**config.mk**
```make
export PLATFORM = sky130hd
export DESIGN_NAME = bcfs_front
export DESIGN_NICKNAME = d
export VERILOG_FILES = /design/src/design/bcfs_pkg.sv /design/src/design/bcfs_front.sv
export SDC_FILE = /design/constraint.sdc
export NUM_CORES = 1
export LEC_CHECK = 0
export BUFFER_PORTS_ARGS = -buffer_cell sky130_fd_sc_hd__clkbuf_2
export CAP_MARGIN = 20
export CORE_MARGIN = 3
export CORE_UTILIZATION = 33
export DETAILED_ROUTE_END_ITERATION = 16
export PLACE_DENSITY = 0.86
export SYNTH_ARGS = -nofsm -noshare
export SYNTH_HDL_FRONTEND = slang
export SYNTH_SLANG_ARGS = --single-unit
export TNS_END_PERCENT = 100
```
**constraint.sdc**
```tcl
create_clock -name vclk -period 3.65
set_input_delay 0.73 -clock vclk [all_inputs]
set_output_delay 0.73 -clock vclk [all_outputs]
set_load 0.01 [all_outputs]
```
**src/design/bcfs_pkg.sv**
```systemverilog
// ----------------------------------------------------------------------------
// bcfs_pkg
// shared types and constants for the 1bpp cover-fit image scaler
// ----------------------------------------------------------------------------
package bcfs_pkg;

    localparam int SOURCE_BYTES_DEF       = 8192;
    localparam int MAX_DEST_BYTES_PER_ROW = 80;
    localparam int QUEUE_DEPTH            = 4;
    localparam int DIV_W                  = 40;  // dividend bits, eight per step
    localparam int DIV_STEPS              = DIV_W / 8;
    localparam int SADDR_W                = 21;  // sampled source byte address
    localparam logic [7:0] BYTE_WHITE     = 8'hFF;
    localparam logic [2:0] LAST_BIT       = 3'd7;

    typedef enum logic [1:0] {
        CFG_SRC_W = 2'd0,
        CFG_SRC_H = 2'd1,
        CFG_DST_W = 2'd2,
        CFG_DST_H = 2'd3
    } t_cfg_idx;

    typedef struct packed {
        logic [10:0] src_w;
        logic [10:0] src_h;
        logic [9:0]  dst_w;
        logic [10:0] dst_h;
    } t_cfg;

    typedef enum logic [1:0] {
        K_LOAD = 2'd0,
        K_REQ  = 2'd1,
        K_ERR  = 2'd2
    } t_kind;

    typedef struct packed {
        t_kind       kind;
        logic [12:0] addr;
        logic [7:0]  data;
        logic [9:0]  row;
        logic [6:0]  col;
    } t_item;

    typedef enum logic [3:0] {
        S_IDLE,
        S_MUL,
        S_CROP,
        S_CROPW,
        S_SYM,
        S_SYD,
        S_SYW,
        S_BASE,
        S_PX,
        S_PXD,
        S_PXW,
        S_RD,
        S_RDW,
        S_OUT
    } t_state;

endpackage

```
**src/design/bcfs_front.sv**
```systemverilog
// ----------------------------------------------------------------------------
// bcfs_front
// request classifier: drops stray loads, flags degenerate geometry and requests outside the frame
// ----------------------------------------------------------------------------
module bcfs_front #(
    parameter int SOURCE_BYTES = bcfs_pkg::SOURCE_BYTES_DEF
) (
    input  bcfs_pkg::t_cfg  i_cfg,
    input  logic            i_valid,
    input  logic            i_mode,
    input  logic [12:0]     i_addr,
    input  logic [7:0]      i_data,
    input  logic [9:0]      i_row,
    input  logic [6:0]      i_col,
    input  logic            i_full,
    output logic            o_ready,
    output logic            o_push,
    output bcfs_pkg::t_item o_item
);

    logic [7:0] dest_pitch;
    logic       degenerate;
    logic       outside;
    logic       keep;

    assign dest_pitch = 8'((11'(i_cfg.dst_w) + 11'd7) >> 3);
    assign degenerate = (i_cfg.src_w == '0) || (i_cfg.src_h == '0) ||
                        (i_cfg.dst_w == '0) || (i_cfg.dst_h == '0) ||
                        (32'(dest_pitch) > 32'(bcfs_pkg::MAX_DEST_BYTES_PER_ROW));
    assign outside    = (11'(i_row) >= i_cfg.dst_h) || (8'(i_col) >= dest_pitch);
    assign keep       = i_mode || (32'(i_addr) < 32'(SOURCE_BYTES));

    assign o_ready = !i_full;
    assign o_push  = i_valid && !i_full && keep;

    always_comb begin
        o_item.addr = i_addr;
        o_item.data = i_data;
        o_item.row  = i_row;
        o_item.col  = i_col;
        if (!i_mode)
            o_item.kind = bcfs_pkg::K_LOAD;
        else if (degenerate || outside)
            o_item.kind = bcfs_pkg::K_ERR;
        else
            o_item.kind = bcfs_pkg::K_REQ;
    end

endmodule

```
* Yosys cells after proc, flatten, opt, wreduce, memory -nomap -nowiden *
Index checks and enable logic that the tools add are counted.

storage, ports and cells
  flip-flop bits (word level) = 0
  word-level logic and storage cells = 18
  output and inout bits = 42
  input bits = 84

cells by class
  reduce and logical (&&, ||, !) cells = 12
  $add $sub $neg = 1
  $lt $le $gt $ge = 3
  muxes and demuxes = 2

operators with widths
  kind                                                            number
  logical NOT 11 bit                                              3
  adder 10 x 3 -> 11 bit (second input constant)                  1
  greater-or-equal comparator 10 x 11 -> 1 bit                    1
  logical NOT 10 bit                                              1
  greater-or-equal comparator 7 x 8 -> 1 bit                      1
  greater-than comparator 8 x 7 -> 1 bit (second input constant)  1
  logical OR 1 bit                                                6
  two-way mux 2 bit                                               2
  logical AND 1 bit                                               1
  logical NOT 1 bit                                               1

* Logic depth before layout (Yosys ltp) *
  word-level depth = 8
  mapped depth = 11
  mapped depth without buffers = 11

* Worst setup path before layout *
Ideal clock, no wire load.

  path type = input port to output port
  from = input i_cfg[12] in the netlist's numbering
  to = output o_item[38] in the netlist's numbering
  required time = 2,920 ps
  buffers on the path = 0
  arrival time = 2,637 ps
  cell stages on the path = 9
  slack = 283 ps
  path through = nor3_4 nor2b_1 and4_1 nand3_1 xor2_1 ha_1 a221oi_1 o2111ai_1 nor4b_1

RTL lines
  what                RTL line          RTL
  start: declaration  bcfs_front.sv:8   input bcfs_pkg::t_cfg i_cfg,
  end: declaration    bcfs_front.sv:18  output bcfs_pkg::t_item o_item

==> flow_metrics.tcl <==
set metrics [dict create \
    outcome "finished, final reports clean" \
    ant_nets 0 \
    fin_nets 274 \
    p_leak_nw 0.6664 \
    critPathMaxStageDelay_ns 0.32 \
    firstDrtPassIters 2 \
    syn_inst 125 \
    wl_per_cell_um 11.01 \
    holdCritPathClass "in -> out" \
    start_util_pct 35.89 \
    avgSynthCellArea_um2 7.307 \
    io_buffers 84 \
    via_count 963 \
    rows 18 \
    drv_cap 0 \
    gr-usage-all-layers_pct 11.95 \
    grt_max_degree 6 \
    cpMaxStageDelayCell "ha_1" \
    required_ns 2.92 \
    diodes 0 \
    whs_ns 1.460 \
    clkbuf_count 0 \
    routed_wl_um 2213 \
    powerDensity_nw_per_um2 108.4 \
    holdBufCountCts 0 \
    slew_viol_final 0 \
    critPathArrivalTime_ns 2.76 \
    vias_per_cell 4.791 \
    end_kind "output port" \
    ys_types 28 \
    syn_nets 226 \
    die_area_um2 3435 \
    period_share_pct 95.60 \
    cp_cell_sequence "clkbuf_2 -> nor3_4 -> nor2b_2 -> and4_4 -> nand3_1 -> xor2_1 -> ha_1 -> a221oi_2 -> o2111ai_2 -> nor4b_2 -> buf_2" \
    syn_area_um2 913.4 \
    layout_common_cells "83 x clkbuf_2, 17 x ha_1, 14 x inv_1" \
    core_area_um2 2545 \
    cts_setup_buffers 0 \
    io_pins 126 \
    syn_to_final_growth_pct 21.51 \
    max_freq_mhz 286.6 \
    antenna_found_initial 0 \
    cp-start-kind "primary input" \
    seqCellArea_um2 0 \
    rsz0062_at_grt "false" \
    relSlewSlack_pct 67.50 \
    dp.final_hpwl_um 2113 \
    flops_and_latches 0 \
    drive_gt1_share_pct 52.63 \
    drc 0 \
    path_max_fanout 4 \
    synth-warning-count 0 \
    synth.yosys.seq_area_share_pct 0 \
    dpl_cell_area_um2 1086 \
    critPathKind "in -> out" \
    final_common_cell "clkbuf_2" \
    die_h_um 58.61 \
    stdcell_area_um2 1110 \
    drtIter0Drc 13 \
    overflow 0 \
    setup_viol 0 \
    fin_crit_ns 3.489 \
    die_x_um 58.61 \
    grt_pass1_vias 888 \
    worst_slew_pin_slew_ns 0.4876 \
    grt_pass1_wl_um 3415 \
    gp_congestion 0.7790 \
    hold_viol 0 \
    ir_drop_v 0.00006350 \
]
[stage by stage]
stage / utilization [%] / total power [mW] / std cells / worst slack (ns) / TNS [ns]
floorplan: - / 0.09092 / 125 / 0.2829 / 0
global placement: 42.67 / 0.1144 / 201 / 0.1386 / 0
detailed placement: 42.67 / 0.1180 / 201 / -0.002263 / -0.002263
CTS: 42.77 / 0.1188 / 201 / 0.03814 / 0
global route: 43.61 / 0.1374 / 201 / 0.002596 / 0
finish: 43.61 / 0.1203 / 201 / 0.1607 / 0
[critical path, delay by kind of cell]
family	cells	cell delay [ns]
XOR/XNOR	1	0.15
adder cells (fa/ha/maj)	1	0.32
AO/OA/AOI/OAI	2	0.42
buffers and inverters	2	0.28
AND/OR/NAND/NOR	5	0.85
[what timing repair did]
action / in CTS / in global routing
gates cloned: 0 / 0
endpoints found under the setup margin: 1 / 2
resized for setup: 1 / 5
pin swaps: 0 / 5
[final cells by class]
class / instances / area, um^2
fill: 276 / 1435
multi-input combinational: 73 / 599.3
timing repair buffer: 84 / 420.4
inverter: 14 / 52.55
tap: 30 / 37.54
[cell families (layout without fill, tap and decap cells)]
group	after synthesis	count (layout)	share of synthesized area (%)
AOI/OAI and AO/OA	16	16	11.92
xor gates and xnor gates	7	7	6.712
adders and majority gates	17	17	23.29
buffers and inverters	52	98	36.99
and+or+nand+nor	33	33	21.10
[metal layers]
layer  global-route usage [%]  wire length [um]  up-vias
li1                         -                 -      501
met5                        0                 0        -
met1                    13.37               771      407
met3                   0.6579               249        4
met4                    1.294                17        0
met2                    24.88              1174       51
[worst paths after layout]
path / startpoint / to / slack (ns) / cells past startpoint
worst max-delay path: i_cfg[12] / o_item[38] / 0.16 / 11
worst min-delay path: i_data[1] / o_item[18] / 1.46 / 0
[power breakdown]
part,switching (mW),internal [mW],leakage [nW],total (mW)
registers,0,0,0,0
logic,0.0586,0.0618,0.666,0.120
clock network,0,0,0,0
[Yosys cell counts]
library cell / count / area (um^2)
buf_4: 38 / 285.3
nand2_1: 6 / 22.52
and4_1: 1 / 8.760
a31oi_1: 2 / 12.51
a211o_1: 1 / 8.760
o21ai_0: 2 / 10.01
a21boi_0: 1 / 7.510
nand3_1: 6 / 30.03
or4_1: 1 / 7.510
xnor2_1: 3 / 26.28
or3_1: 1 / 6.260
a21o_1: 1 / 7.510
nor4_1: 7 / 43.79
o31a_1: 1 / 8.760
o31ai_1: 1 / 7.510
and3_1: 1 / 6.260
nor3_1: 4 / 20.02
inv_1: 14 / 52.55
nor4b_1: 1 / 8.760
ha_1: 17 / 212.7
nand2b_1: 1 / 6.260
nor3_4: 1 / 16.27
o2111ai_1: 1 / 8.760
nor2b_1: 2 / 12.51
a221oi_1: 2 / 17.52
a21oi_1: 4 / 20.02
nor2_1: 1 / 3.750
xor2_1: 4 / 35.03
Note: power is estimated with default switching activity, not from simulation.
