==> config.mk <==
export PLATFORM = sky130hd
export DESIGN_NAME = bcfs_queue
export DESIGN_NICKNAME = d
export VERILOG_FILES = /design/src/design/bcfs_pkg.sv /design/src/design/bcfs_queue.sv
export SDC_FILE = /design/constraint.sdc
export NUM_CORES = 1
export LEC_CHECK = 0
export ABC_AREA = 1
export BUFFER_PORTS_ARGS = -buffer_cell sky130_fd_sc_hd__clkbuf_2
export CAP_MARGIN = 25
export CELL_PAD_IN_SITES_DETAIL_PLACEMENT = 1
export CELL_PAD_IN_SITES_GLOBAL_PLACEMENT = 1
export CORE_ASPECT_RATIO = 2
export CORE_MARGIN = 5
export CORE_UTILIZATION = 47
export DETAILED_ROUTE_END_ITERATION = 7
export PLACE_DENSITY_LB_ADDON = 0.1
export SLEW_MARGIN = 20
export SYNTH_ARGS = -nofsm -noshare
export SYNTH_HDL_FRONTEND = slang
export SYNTH_SLANG_ARGS = --single-unit
==> constraint.sdc <==
create_clock -name i_clk -period 3.55 [get_ports i_clk]
set_input_delay 0.71 -clock i_clk [delete_from_list [all_inputs] [get_ports i_clk]]
set_output_delay 0.71 -clock i_clk [all_outputs]
set_load 0.01 [all_outputs]
==> src/design/bcfs_pkg.sv <==
// ----------------------------------------------------------------------------
// bcfs_pkg
// shared types and constants for the 1bpp cover-fit image scaler
// ----------------------------------------------------------------------------
package bcfs_pkg;

    localparam int SOURCE_BYTES_DEF       = 8192;
    localparam int MAX_DEST_BYTES_PER_ROW = 80;
    localparam int QUEUE_DEPTH            = 4;
    localparam int DIV_W                  = 40;  // dividend bits, eight per step
    localparam int DIV_STEPS              = DIV_W / 8;
    localparam int SADDR_W                = 21;  // sampled source byte address
    localparam logic [7:0] BYTE_WHITE     = 8'hFF;
    localparam logic [2:0] LAST_BIT       = 3'd7;

    typedef enum logic [1:0] {
        CFG_SRC_W = 2'd0,
        CFG_SRC_H = 2'd1,
        CFG_DST_W = 2'd2,
        CFG_DST_H = 2'd3
    } t_cfg_idx;

    typedef struct packed {
        logic [10:0] src_w;
        logic [10:0] src_h;
        logic [9:0]  dst_w;
        logic [10:0] dst_h;
    } t_cfg;

    typedef enum logic [1:0] {
        K_LOAD = 2'd0,
        K_REQ  = 2'd1,
        K_ERR  = 2'd2
    } t_kind;

    typedef struct packed {
        t_kind       kind;
        logic [12:0] addr;
        logic [7:0]  data;
        logic [9:0]  row;
        logic [6:0]  col;
    } t_item;

    typedef enum logic [3:0] {
        S_IDLE,
        S_MUL,
        S_CROP,
        S_CROPW,
        S_SYM,
        S_SYD,
        S_SYW,
        S_BASE,
        S_PX,
        S_PXD,
        S_PXW,
        S_RD,
        S_RDW,
        S_OUT
    } t_state;

endpackage

==> src/design/bcfs_queue.sv <==
// ----------------------------------------------------------------------------
// bcfs_queue
// short register queue between the classifier and the execution sequencer
// ----------------------------------------------------------------------------
module bcfs_queue (
    input  logic                  i_clk,
    input  logic                  i_rst_n,
    input  logic                  i_push,
    input  bcfs_pkg::t_item       i_item,
    output logic                  o_full,
    input  logic                  i_pop,
    output logic                  o_valid,
    output bcfs_pkg::t_item       o_item
);

    localparam int PTR_W = $clog2(bcfs_pkg::QUEUE_DEPTH);
    localparam int CNT_W = $clog2(bcfs_pkg::QUEUE_DEPTH + 1);

    bcfs_pkg::t_item  r_mem [bcfs_pkg::QUEUE_DEPTH];
    logic [PTR_W-1:0] r_wp;
    logic [PTR_W-1:0] r_rp;
    logic [CNT_W-1:0] r_count;
    logic             push;
    logic             pop;

    assign o_full  = (r_count == CNT_W'(bcfs_pkg::QUEUE_DEPTH));
    assign o_valid = (r_count != '0);
    assign o_item  = r_mem[r_rp];
    assign push    = i_push && !o_full;
    assign pop     = i_pop && o_valid;

    always_ff @(posedge i_clk) begin
        if (!i_rst_n) begin
            r_wp    <= '0;
            r_rp    <= '0;
            r_count <= '0;
        end else begin
            if (push) r_wp <= r_wp + 1'b1;
            if (pop)  r_rp <= r_rp + 1'b1;
            r_count <= r_count + CNT_W'(push) - CNT_W'(pop);
        end
    end

    always_ff @(posedge i_clk) begin
        if (push) r_mem[r_wp] <= i_item;
    end

`ifndef SYNTH
    a_no_overflow: assert property (@(posedge i_clk) disable iff (!i_rst_n)
        i_push |-> !o_full || !push)
        else $error("queue push while full");
    a_count_bound: assert property (@(posedge i_clk) disable iff (!i_rst_n)
        r_count <= CNT_W'(bcfs_pkg::QUEUE_DEPTH))
        else $error("queue count beyond depth");
    a_count_track: assert property (@(posedge i_clk) disable iff (!i_rst_n)
        $past(i_rst_n) |->
        r_count == $past(r_count) + CNT_W'($past(push)) - CNT_W'($past(pop)))
        else $error("queue count out of step");
    a_ptr_gap: assert property (@(posedge i_clk) disable iff (!i_rst_n)
        (r_count == '0) |-> (r_wp == r_rp))
        else $error("queue pointers disagree with empty count");
`endif

endmodule

# After elaboration in Yosys (flattened, before gate mapping)
# Memory sizes are Yosys's and may differ from the RTL's. A register that Yosys moved wholly into a read port is not among the register bits.
# Cells that the tools add are included.
[classes] n_addsub=4 eq_ne=1 mux=4 reduce_logical=4
[ops] cell="2-bit by 1-bit adder with 2-bit output, second input constant" count=2
[ops] cell="2-bit two-way mux" count=2
[ops] cell="3-bit by 1-bit adder with 3-bit output" count=1
[ops] cell="3-bit == test, second input constant" count=1
[ops] cell="3-bit nonzero test" count=1
[ops] cell="3-bit by 1-bit subtractor with 3-bit output" count=1
[ops] cell="1-bit logical AND" count=2
[ops] cell="1-bit two-way mux" count=2
[ops] cell="1-bit zero test" count=1
[totals] register_bits=7 ram_bits=160 inputBits=44 out_inout_bits=42 memories=1
[mem_list] name="r_mem" words=4 width=40 read_ports=1 rd_clocked_by_memory_dff=1 write_ports=1 line_no="bcfs_queue.sv:19" text="bcfs_pkg::t_item r_mem [bcfs_pkg::QUEUE_DEPTH];"

# Longest topological paths before layout
# Gate-level depths: netlist of the first run.
[logic_depth] ltp_word=5 mapped_depth=10 depth_no_buf=10

# Least setup slack after synthesis of the first run
# Ideal clock, no wire load.
[synth_path] kind="input to register" start="input port i_push" end="memory r_mem[0][0] (netlist name), enable pin" setup_time_ns=0.437 arrival_ns=2.511 slack_ns=0.602 cell_stages=2 path_buffers=0 path_cell_list="nand2_1 > nor2_1"
[synth_between] elab_chain_cells=3
[synth_rtl] element="from (decl)" line_no="bcfs_queue.sv:8" text="input logic i_push,"
[synth_rtl] element="1-bit logical AND" line_no="bcfs_queue.sv:29" text="assign push = i_push && !o_full;"
[synth_rtl] element="1-bit two-way mux" line_no="bcfs_queue.sv:45" text="if (push) r_mem[r_wp] <= i_item;"
[synth_rtl] element="1-bit two-way mux (implied by the code)" line_no="bcfs_queue.sv:45"
[synth_rtl] element="to (decl)" line_no="bcfs_queue.sv:19"
# Every way passes these cells.

==> results of run 1 <==
-- routing by layer --
layer	global-route usage	vias to the layer above	wire length, um
li1	-	1853	-
met1	0.2040	1987	5439
met2	0.3532	87	8557
met3	0.03532	29	471
met4	0.08807	0	432
met5	0	-	0
-- Yosys cell counts --
master      n  area share
o21ai_2     2      0.0027
buf_6       5      0.0086
buf_12      4       0.012
inv_1      16      0.0092
nand2_2     2      0.0019
edfxtp_1  160        0.73
nor2_1     91       0.052
o21ai_1    38       0.029
buf_2       8      0.0061
a21boi_0    2      0.0023
o22ai_1    40       0.038
o21ai_0    41       0.031
nand2_1    11      0.0063
a21oi_1     4      0.0031
fa_1        1      0.0031
ha_1        6       0.011
buf_8       4      0.0092
nand3_1     3      0.0023
dfxtp_1     9       0.028
buf_4       4      0.0046
nor2_2      1     0.00096
inv_12      1      0.0025
-- state kept, by name, indices dropped and copies added (netlist names), named ones only --
name,cells
r_count,3
r_mem,160
r_rp,2
r_wp,2
-- per-stage QoR --
stage	power (mW)	cells	cell area (um^2)	worst slack, ps
global placement	3.830	712	7064	911.1
detailed placement	3.892	713	7092	1084
floorplan	3.438	453	6538	601.6
global route	5.964	744	7690	513.6
finish	5.684	744	7690	679.5
CTS	5.755	744	7690	624.3
-- power by group --
part	switching (mW)	internal [mW]
logic	0.849	0.435
registers	0.106	2.43
clock network	0.753	1.11
-- tightest hold or removal path, cell delays in order (launching register included) --
cell     delay [ps]
dfxtp_1         340
a21oi_1          60
nor2_1           70
-- logic make-up after synthesis --
| group | synth area share |
|---|---|
| compound gates | 0.1068 |
| fa+ha+maj | 0.01455 |
| buf+inv | 0.05244 |
| flops | 0.7625 |
| simple gates | 0.06373 |
-- final cells by class --
| class | instances | area (um^2) | share of cell area |
|---|---|---|---|
| Clock buffer | 18 | 429.2 | 0.05581 |
| Clock inverter | 13 | 168.9 | 0.02197 |
| Inverter | 17 | 76.32 | 0.009925 |
| Multi-Input combinational cell | 242 | 1240 | 0.1612 |
| Sequential cell | 169 | 4986 | 0.6484 |
| Tap cell | 189 | 236.5 | 0.03075 |
| Timing Repair Buffer | 96 | 553.0 | 0.07192 |
-- placed cells by master, fill, tap and decap left out, drive strengths merged --
cell        n
edfxtp    160
clkbuf    103
nor2       92
o21ai      81
o22ai      40
inv        21
nand2      13
buf        11
dfxtp       9
ha          6
clkinvlp    5
a21oi       4
nand3       3
bufinv      3
a21boi      2
fa          1
clkinv      1
-- how the worst max path moves through the flow --
| stage | slack [ps] | startpoint | to |
|---|---|---|---|
| finish | 680 | register | o_item[33] |
| global route | 510 | register | o_item[33] |
| CTS | 620 | register | o_item[23] |
| detailed placement | 1080 | register | o_item[23] |
| global placement | 910 | register | o_item[7] |
| floorplan | 600 | i_push | r_mem[0][0] |
==> flow_summary_export.csv, run 1 <==
group,metric,value,unit
synth,synth_fp_nets,504,
timing,rsz0062_at_grt,"no",
critical_path,crit_arrival,2160,ps
critical_path,slowest_stage,"dfxtp_2",
pwr,irDropWorstVdd,0.0006066,V
placement,io_buffers,85,
critical_path,rr_startpoint,"r_count[1]",
hold_path,min_delay_worst_endpoint,"r_rp[0]",
clock_tree,insertion_delay,420,ps
floorplan,start_util,0.4732,
timing,fin_worst_skew,9.246,ps
critical_path,worstPathMaxFanout,32,
drt,wl_per_cell,20.03,um
timing,hold_viol,0,
clock_tree,cts.sinks,169,
synth,yosysWarnings,0,
clock_tree,post_cts_buffers,0,
critical_path,cp.depth,5,
finish,layout-drive-gt1-share,0.2450,
critical_path,r2r_end,"r_count[2]",
floorplan,die_height,176.8,um
critical_path,critPathKind,"reg -> out",
critical_path,crit_required,2840,ps
clock_tree,cts-buffers-inserted,17,
status,status,"finished, final reports clean",
global_route,grt_pass1_wl,23230,um
pwr,cellPowerDensity,739.2,nW/um^2
timing,tightest_slew,678.8,ps
synth,netlist_area,6538,um^2
critical_path,ff2ff_path_depth,10,
clock_tree,cts.clk_slew.worst_paths,60,ps
synth,synthDistinctLibCells,22,
global_route,grt_max_degree,81,
clock_tree,postCtsHoldBufs,0,
drt,dr.pass1.iters,4,
hold_path,hold_class,"reg -> reg",
finish,diodes,0,
finish,fin_util,0.5567,
critical_path,cp_num_buf_inv,3,
floorplan,die_w,93.40,um
critical_path,critPathCaptureType,"output pin",
timing,max_freq,348.4,MHz
finish,finalNetCount,594,
placement,gp_congestion,0.7742,
critical_path,crit_path_cell_trace,"buf_16 -> buf_4 -> o21ai_0 -> o22ai_1 -> clkbuf_2",
clock_tree,clockBufferDepth,2,
placement,hpwlAfterDp,9641,um
timing,hold_ws,503.2,ps
global_route,grt_pass1_vias,4307,
drt,drtAntennaViolNets,0,
clock_tree,cts_tree,"yes",
finish,num-fill-cells,1388,
critical_path,r2r_slack,1270,ps
pwr,leakagePower,2.762,nW
critical_path,crit_path_max_incr_delay,770,ps
timing,tns,0,ps
global_route,grtUsageTotal,0.1905,
floorplan,fp.coreArea,13810,um^2
drt,drt-initial-drc-count,223,
job,maxCapViolations,0,
floorplan,ioPinCount,86,
finish,syn_to_final_growth,17.63,%
hold_path,min_from,"r_rp[0]",
critical_path,path_delay_family,"flip-flops",
drt,drc,0,
timing,setup_viol,0,
clock_tree,ctsResizeCount,0,
synth,avgSynthCellArea,14.43,um^2
floorplan,die-area,16510,um^2
clock_tree,htreeDepth,4,
timing,slew_viol_final,0,
critical_path,startpoint_type,"register",
drt,num_vias,3956,
drt,routed_via_density,5.317,
timing,slew-limit-headroom,0.5475,
floorplan,rows,61,
drt,routed_wl,14900,um
synth,yosysSeqAreaShare,0.7625,
timing,fin_crit,2871,ps
timing,finalCritPeriodShare,0.8086,
synth,syn_inst,453,
clock_tree,cts_root_buffer,"clkbuf_16",
synth,ys_ff_latch,169,
global_route,grt-ovfl-total,0,
global_route,antenna_found_initial,0,
hold_path,whs_path_depth,2,
(Power assumes the default switching activity.)
==> inputs of run 2 (changes only) <==
--- a/config.mk
+++ b/config.mk
@@ -5,14 +5,14 @@
 export SDC_FILE = /design/constraint.sdc
 export NUM_CORES = 1
 export LEC_CHECK = 0
-export ABC_AREA = 1
+export ABC_AREA = 0
 export BUFFER_PORTS_ARGS = -buffer_cell sky130_fd_sc_hd__clkbuf_2
 export CAP_MARGIN = 25
 export CELL_PAD_IN_SITES_DETAIL_PLACEMENT = 1
 export CELL_PAD_IN_SITES_GLOBAL_PLACEMENT = 1
 export CORE_ASPECT_RATIO = 2
 export CORE_MARGIN = 5
-export CORE_UTILIZATION = 47
+export CORE_UTILIZATION = 50
 export DETAILED_ROUTE_END_ITERATION = 7
 export PLACE_DENSITY_LB_ADDON = 0.1
 export SLEW_MARGIN = 20
==> constraint.sdc (replaced) <==
create_clock -name i_clk -period 2.65 [get_ports i_clk]
set_input_delay 0.53 -clock i_clk [delete_from_list [all_inputs] [get_ports i_clk]]
set_output_delay 0.53 -clock i_clk [all_outputs]
set_load 0.01 [all_outputs]
==> run 2 against run 1 <==
Against the previous run:
- cell area decreased by 0.72%
- synthesized cell count decreased by 43%
- sequential power increased by 33%
- flip-flop and latch count unchanged
- global-route usage decreased by 1.6 points
- critical path depth decreased by 1
- critical endpoint is now o_item[24]
- highest routed layer unchanged
- combinational power increased by 38%
- cell count decreased by 28%
==> flow_summary_export.csv, run 2 <==
group,metric,value,unit
synth,synthDistinctLibCells,19,
critical_path,rr_startpoint,"r_count[1]",
critical_path,critPathCaptureType,"output pin",
timing,fin_ws,327.7,ps
placement,hpwlAfterDp,7582,um
pwr,leakagePower,2.677,nW
finish,syn_to_final_growth,21.02,%
placement,placed_area,6968,um^2
floorplan,die_w,89.43,um
synth,synth_edf_count,160,
clock_tree,htreeDepth,4,
finish,diodes,0,
synth,synth-main-ff-cell,"edfxtp_1",
critical_path,r2r_end,"r_count[2]",
global_route,grt_pass1_vias,3284,
synth,syn_inst,257,
clock_tree,cts_root_buffer,"clkbuf_16",
synth,synthAdderAreaFrac,0.01507,
finish,top_register,"r_mem",
status,status,"finished, final reports clean",
drt,drt-initial-drc-count,155,
synth,synth_top_family_by_area,"multiplexers",
synth,ys_ff_latch,169,
critical_path,worstPathMaxFanout,13,
synth,yosysSeqAreaShare,0.7902,
floorplan,start_util,0.5054,
timing,hold_ws,326.8,ps
synth,synth-async-reset-ratio,0,
hold_path,whs_path_depth,1,
synth,synth_xor_area_frac,0.005553,
clock_tree,cts-buffers-inserted,17,
hold_path,min_from,"i_item[29]",
hold_path,min_delay_worst_endpoint,"r_mem[3][29]",
placement,gp_congestion,0.6927,
pwr,cellPowerDensity,978.2,nW/um^2
global_route,grt-ovfl-total,0,
synth,synth_top_area_frac,0.7616,
floorplan,fp.coreArea,12480,um^2
synth,synth.area.mux_share,0.1460,
drt,dr.pass1.iters,4,
clock_tree,ctsResizeCount,0,
drt,wl_per_cell,22.09,um
timing,fin_crit,2322,ps
global_route,grtUsageTotal,0.1749,
timing,slew-limit-headroom,0.6431,
job,maxCapViolations,0,
critical_path,crit_arrival,1790,ps
clock_tree,post_cts_buffers,0,
clock_tree,cts.clk_slew.worst_paths,70,ps
hold_path,hold_class,"in -> reg",
placement,io_buffers,85,
placement,dp_cells,496,
critical_path,ff2ff_path_depth,11,
drt,routed_wl,11880,um
clock_tree,insertion_delay,420,ps
floorplan,die_height,168.9,um
synth,yosys-top-cells-count,"edfxtp_1, mux4_2, dfxtp_1",
critical_path,r2r_slack,430,ps
clock_tree,clockBufferDepth,2,
synth,avgSynthCellArea,24.55,um^2
floorplan,die-area,15100,um^2
timing,tightest_slew,535.4,ps
drt,drtAntennaViolNets,0,
clock_tree,cts.sinks,169,
timing,setup_viol,0,
timing,hold_viol,0,
timing,finalCritPeriodShare,0.8763,
finish,final_common_cell,"edfxtp_1",
synth,synth_compound_gate_area_share,0.003967,
drt,routed_via_density,5.431,
synth,yosys.area.top_type,"edfxtp_1",
critical_path,startpoint_type,"register",
timing,tns,0,ps
finish,layout-drive-gt1-share,0.4871,
pwr,irDropWorstVdd,0.0006929,V
drt,num_vias,2922,
synth,synth_fp_nets,308,
finish,finalNonFillerCells,538,
synth,netlist_area,6309,um^2
finish,fin_util,0.6117,
finish,finalNetCount,426,
clock_tree,postCtsHoldBufs,0,
floorplan,rows,58,
finish,reg_top3,"r_mem x160, r_count x3",
timing,fin_worst_skew,8.269,ps
critical_path,critPathKind,"reg -> out",
finish,fin_area,7635,um^2
global_route,grt_max_degree,41,
finish,layout_common_cells,"edfxtp_1, clkbuf_2, mux4_2",
placement,dp_slack,383.7,ps
synth,synth_simple_gate_area_frac,0.01626,
critical_path,crit_required,2120,ps
synth,yosysWarnings,0,
clock_tree,cts_tree,"yes",
drt,drc,0,
global_route,antenna_found_initial,0,
timing,max_freq,430.6,MHz
global_route,grt_pass1_wl,18570,um
synth,yosys.cell_count.top_type,"edfxtp_1",
timing,slew_viol_final,0,
floorplan,ioPinCount,86,
synth,synthTopCellsByArea,"edfxtp_1, mux4_2, dfxtp_1, buf_12, ha_1",
finish,largest_reg_flops,160,
pwr,power,7.468,mW
timing,rsz0062_at_grt,"no",
## run 2: cell types whose count changed after synthesis, sizes merged, moves of 7 or more
cell / change
and2: +7
buf: -15
inv: -12
mux4: +40
nand2: -9
nor2: -92
o21ai: -81
o22ai: -40
## run 2: cells by family (layout without fill, tap and decap cells)
group,after synthesis,in the layout
compound gates,2,2
fa+ha+maj,7,7
flops,169,169
simple gates,17,17
buf+inv,16,147
xor+xnor,4,4
mux,42,42
## run 2: how the worst max path moves through the flow
stage,cells past startpoint,slack [ps],end
2_1_floorplan,12,420,r_count[2]
3_3_place_gp,11,430,r_count[2]
3_5_place_dp,11,380,r_count[2]
4_1_cts,3,40,o_item[30]
5_1_grt,4,250,o_item[24]
6_report,4,330,o_item[24]
## run 2: worst max-delay path, cell delays in order, from the launching register on
cell      delay [ps]
dfxtp_4          400
buf_12           130
buf_12           160
mux4_2           540
clkbuf_2         150
## run 2: area by class of cell
class	instances	area, um^2
clock buffer	17	425.4
clock inverter	15	141.4
fill	1084	4847
inverter	5	18.77
multi-input combinational	72	1184
sequential	169	4990
tap	150	187.7
timing repair buffer	110	688.2
## run 2: where the power goes
| group | internal (mW) | total [mW] | switching (mW) |
|---|---|---|---|
| clock | 1.32 | 2.33 | 1.01 |
| sequential | 3.24 | 3.37 | 0.122 |
| combinational | 0.921 | 1.77 | 0.854 |
| total | 5.48 | 7.47 | 1.99 |
## run 2: routing by layer
metal  global-route usage  up-vias  part of all wire
li1                     -     1308                 -
met1               0.1927     1513              0.35
met2               0.3074       82              0.58
met3              0.05066       19             0.053
met4              0.07064        0             0.023
met5                    0        -                 0
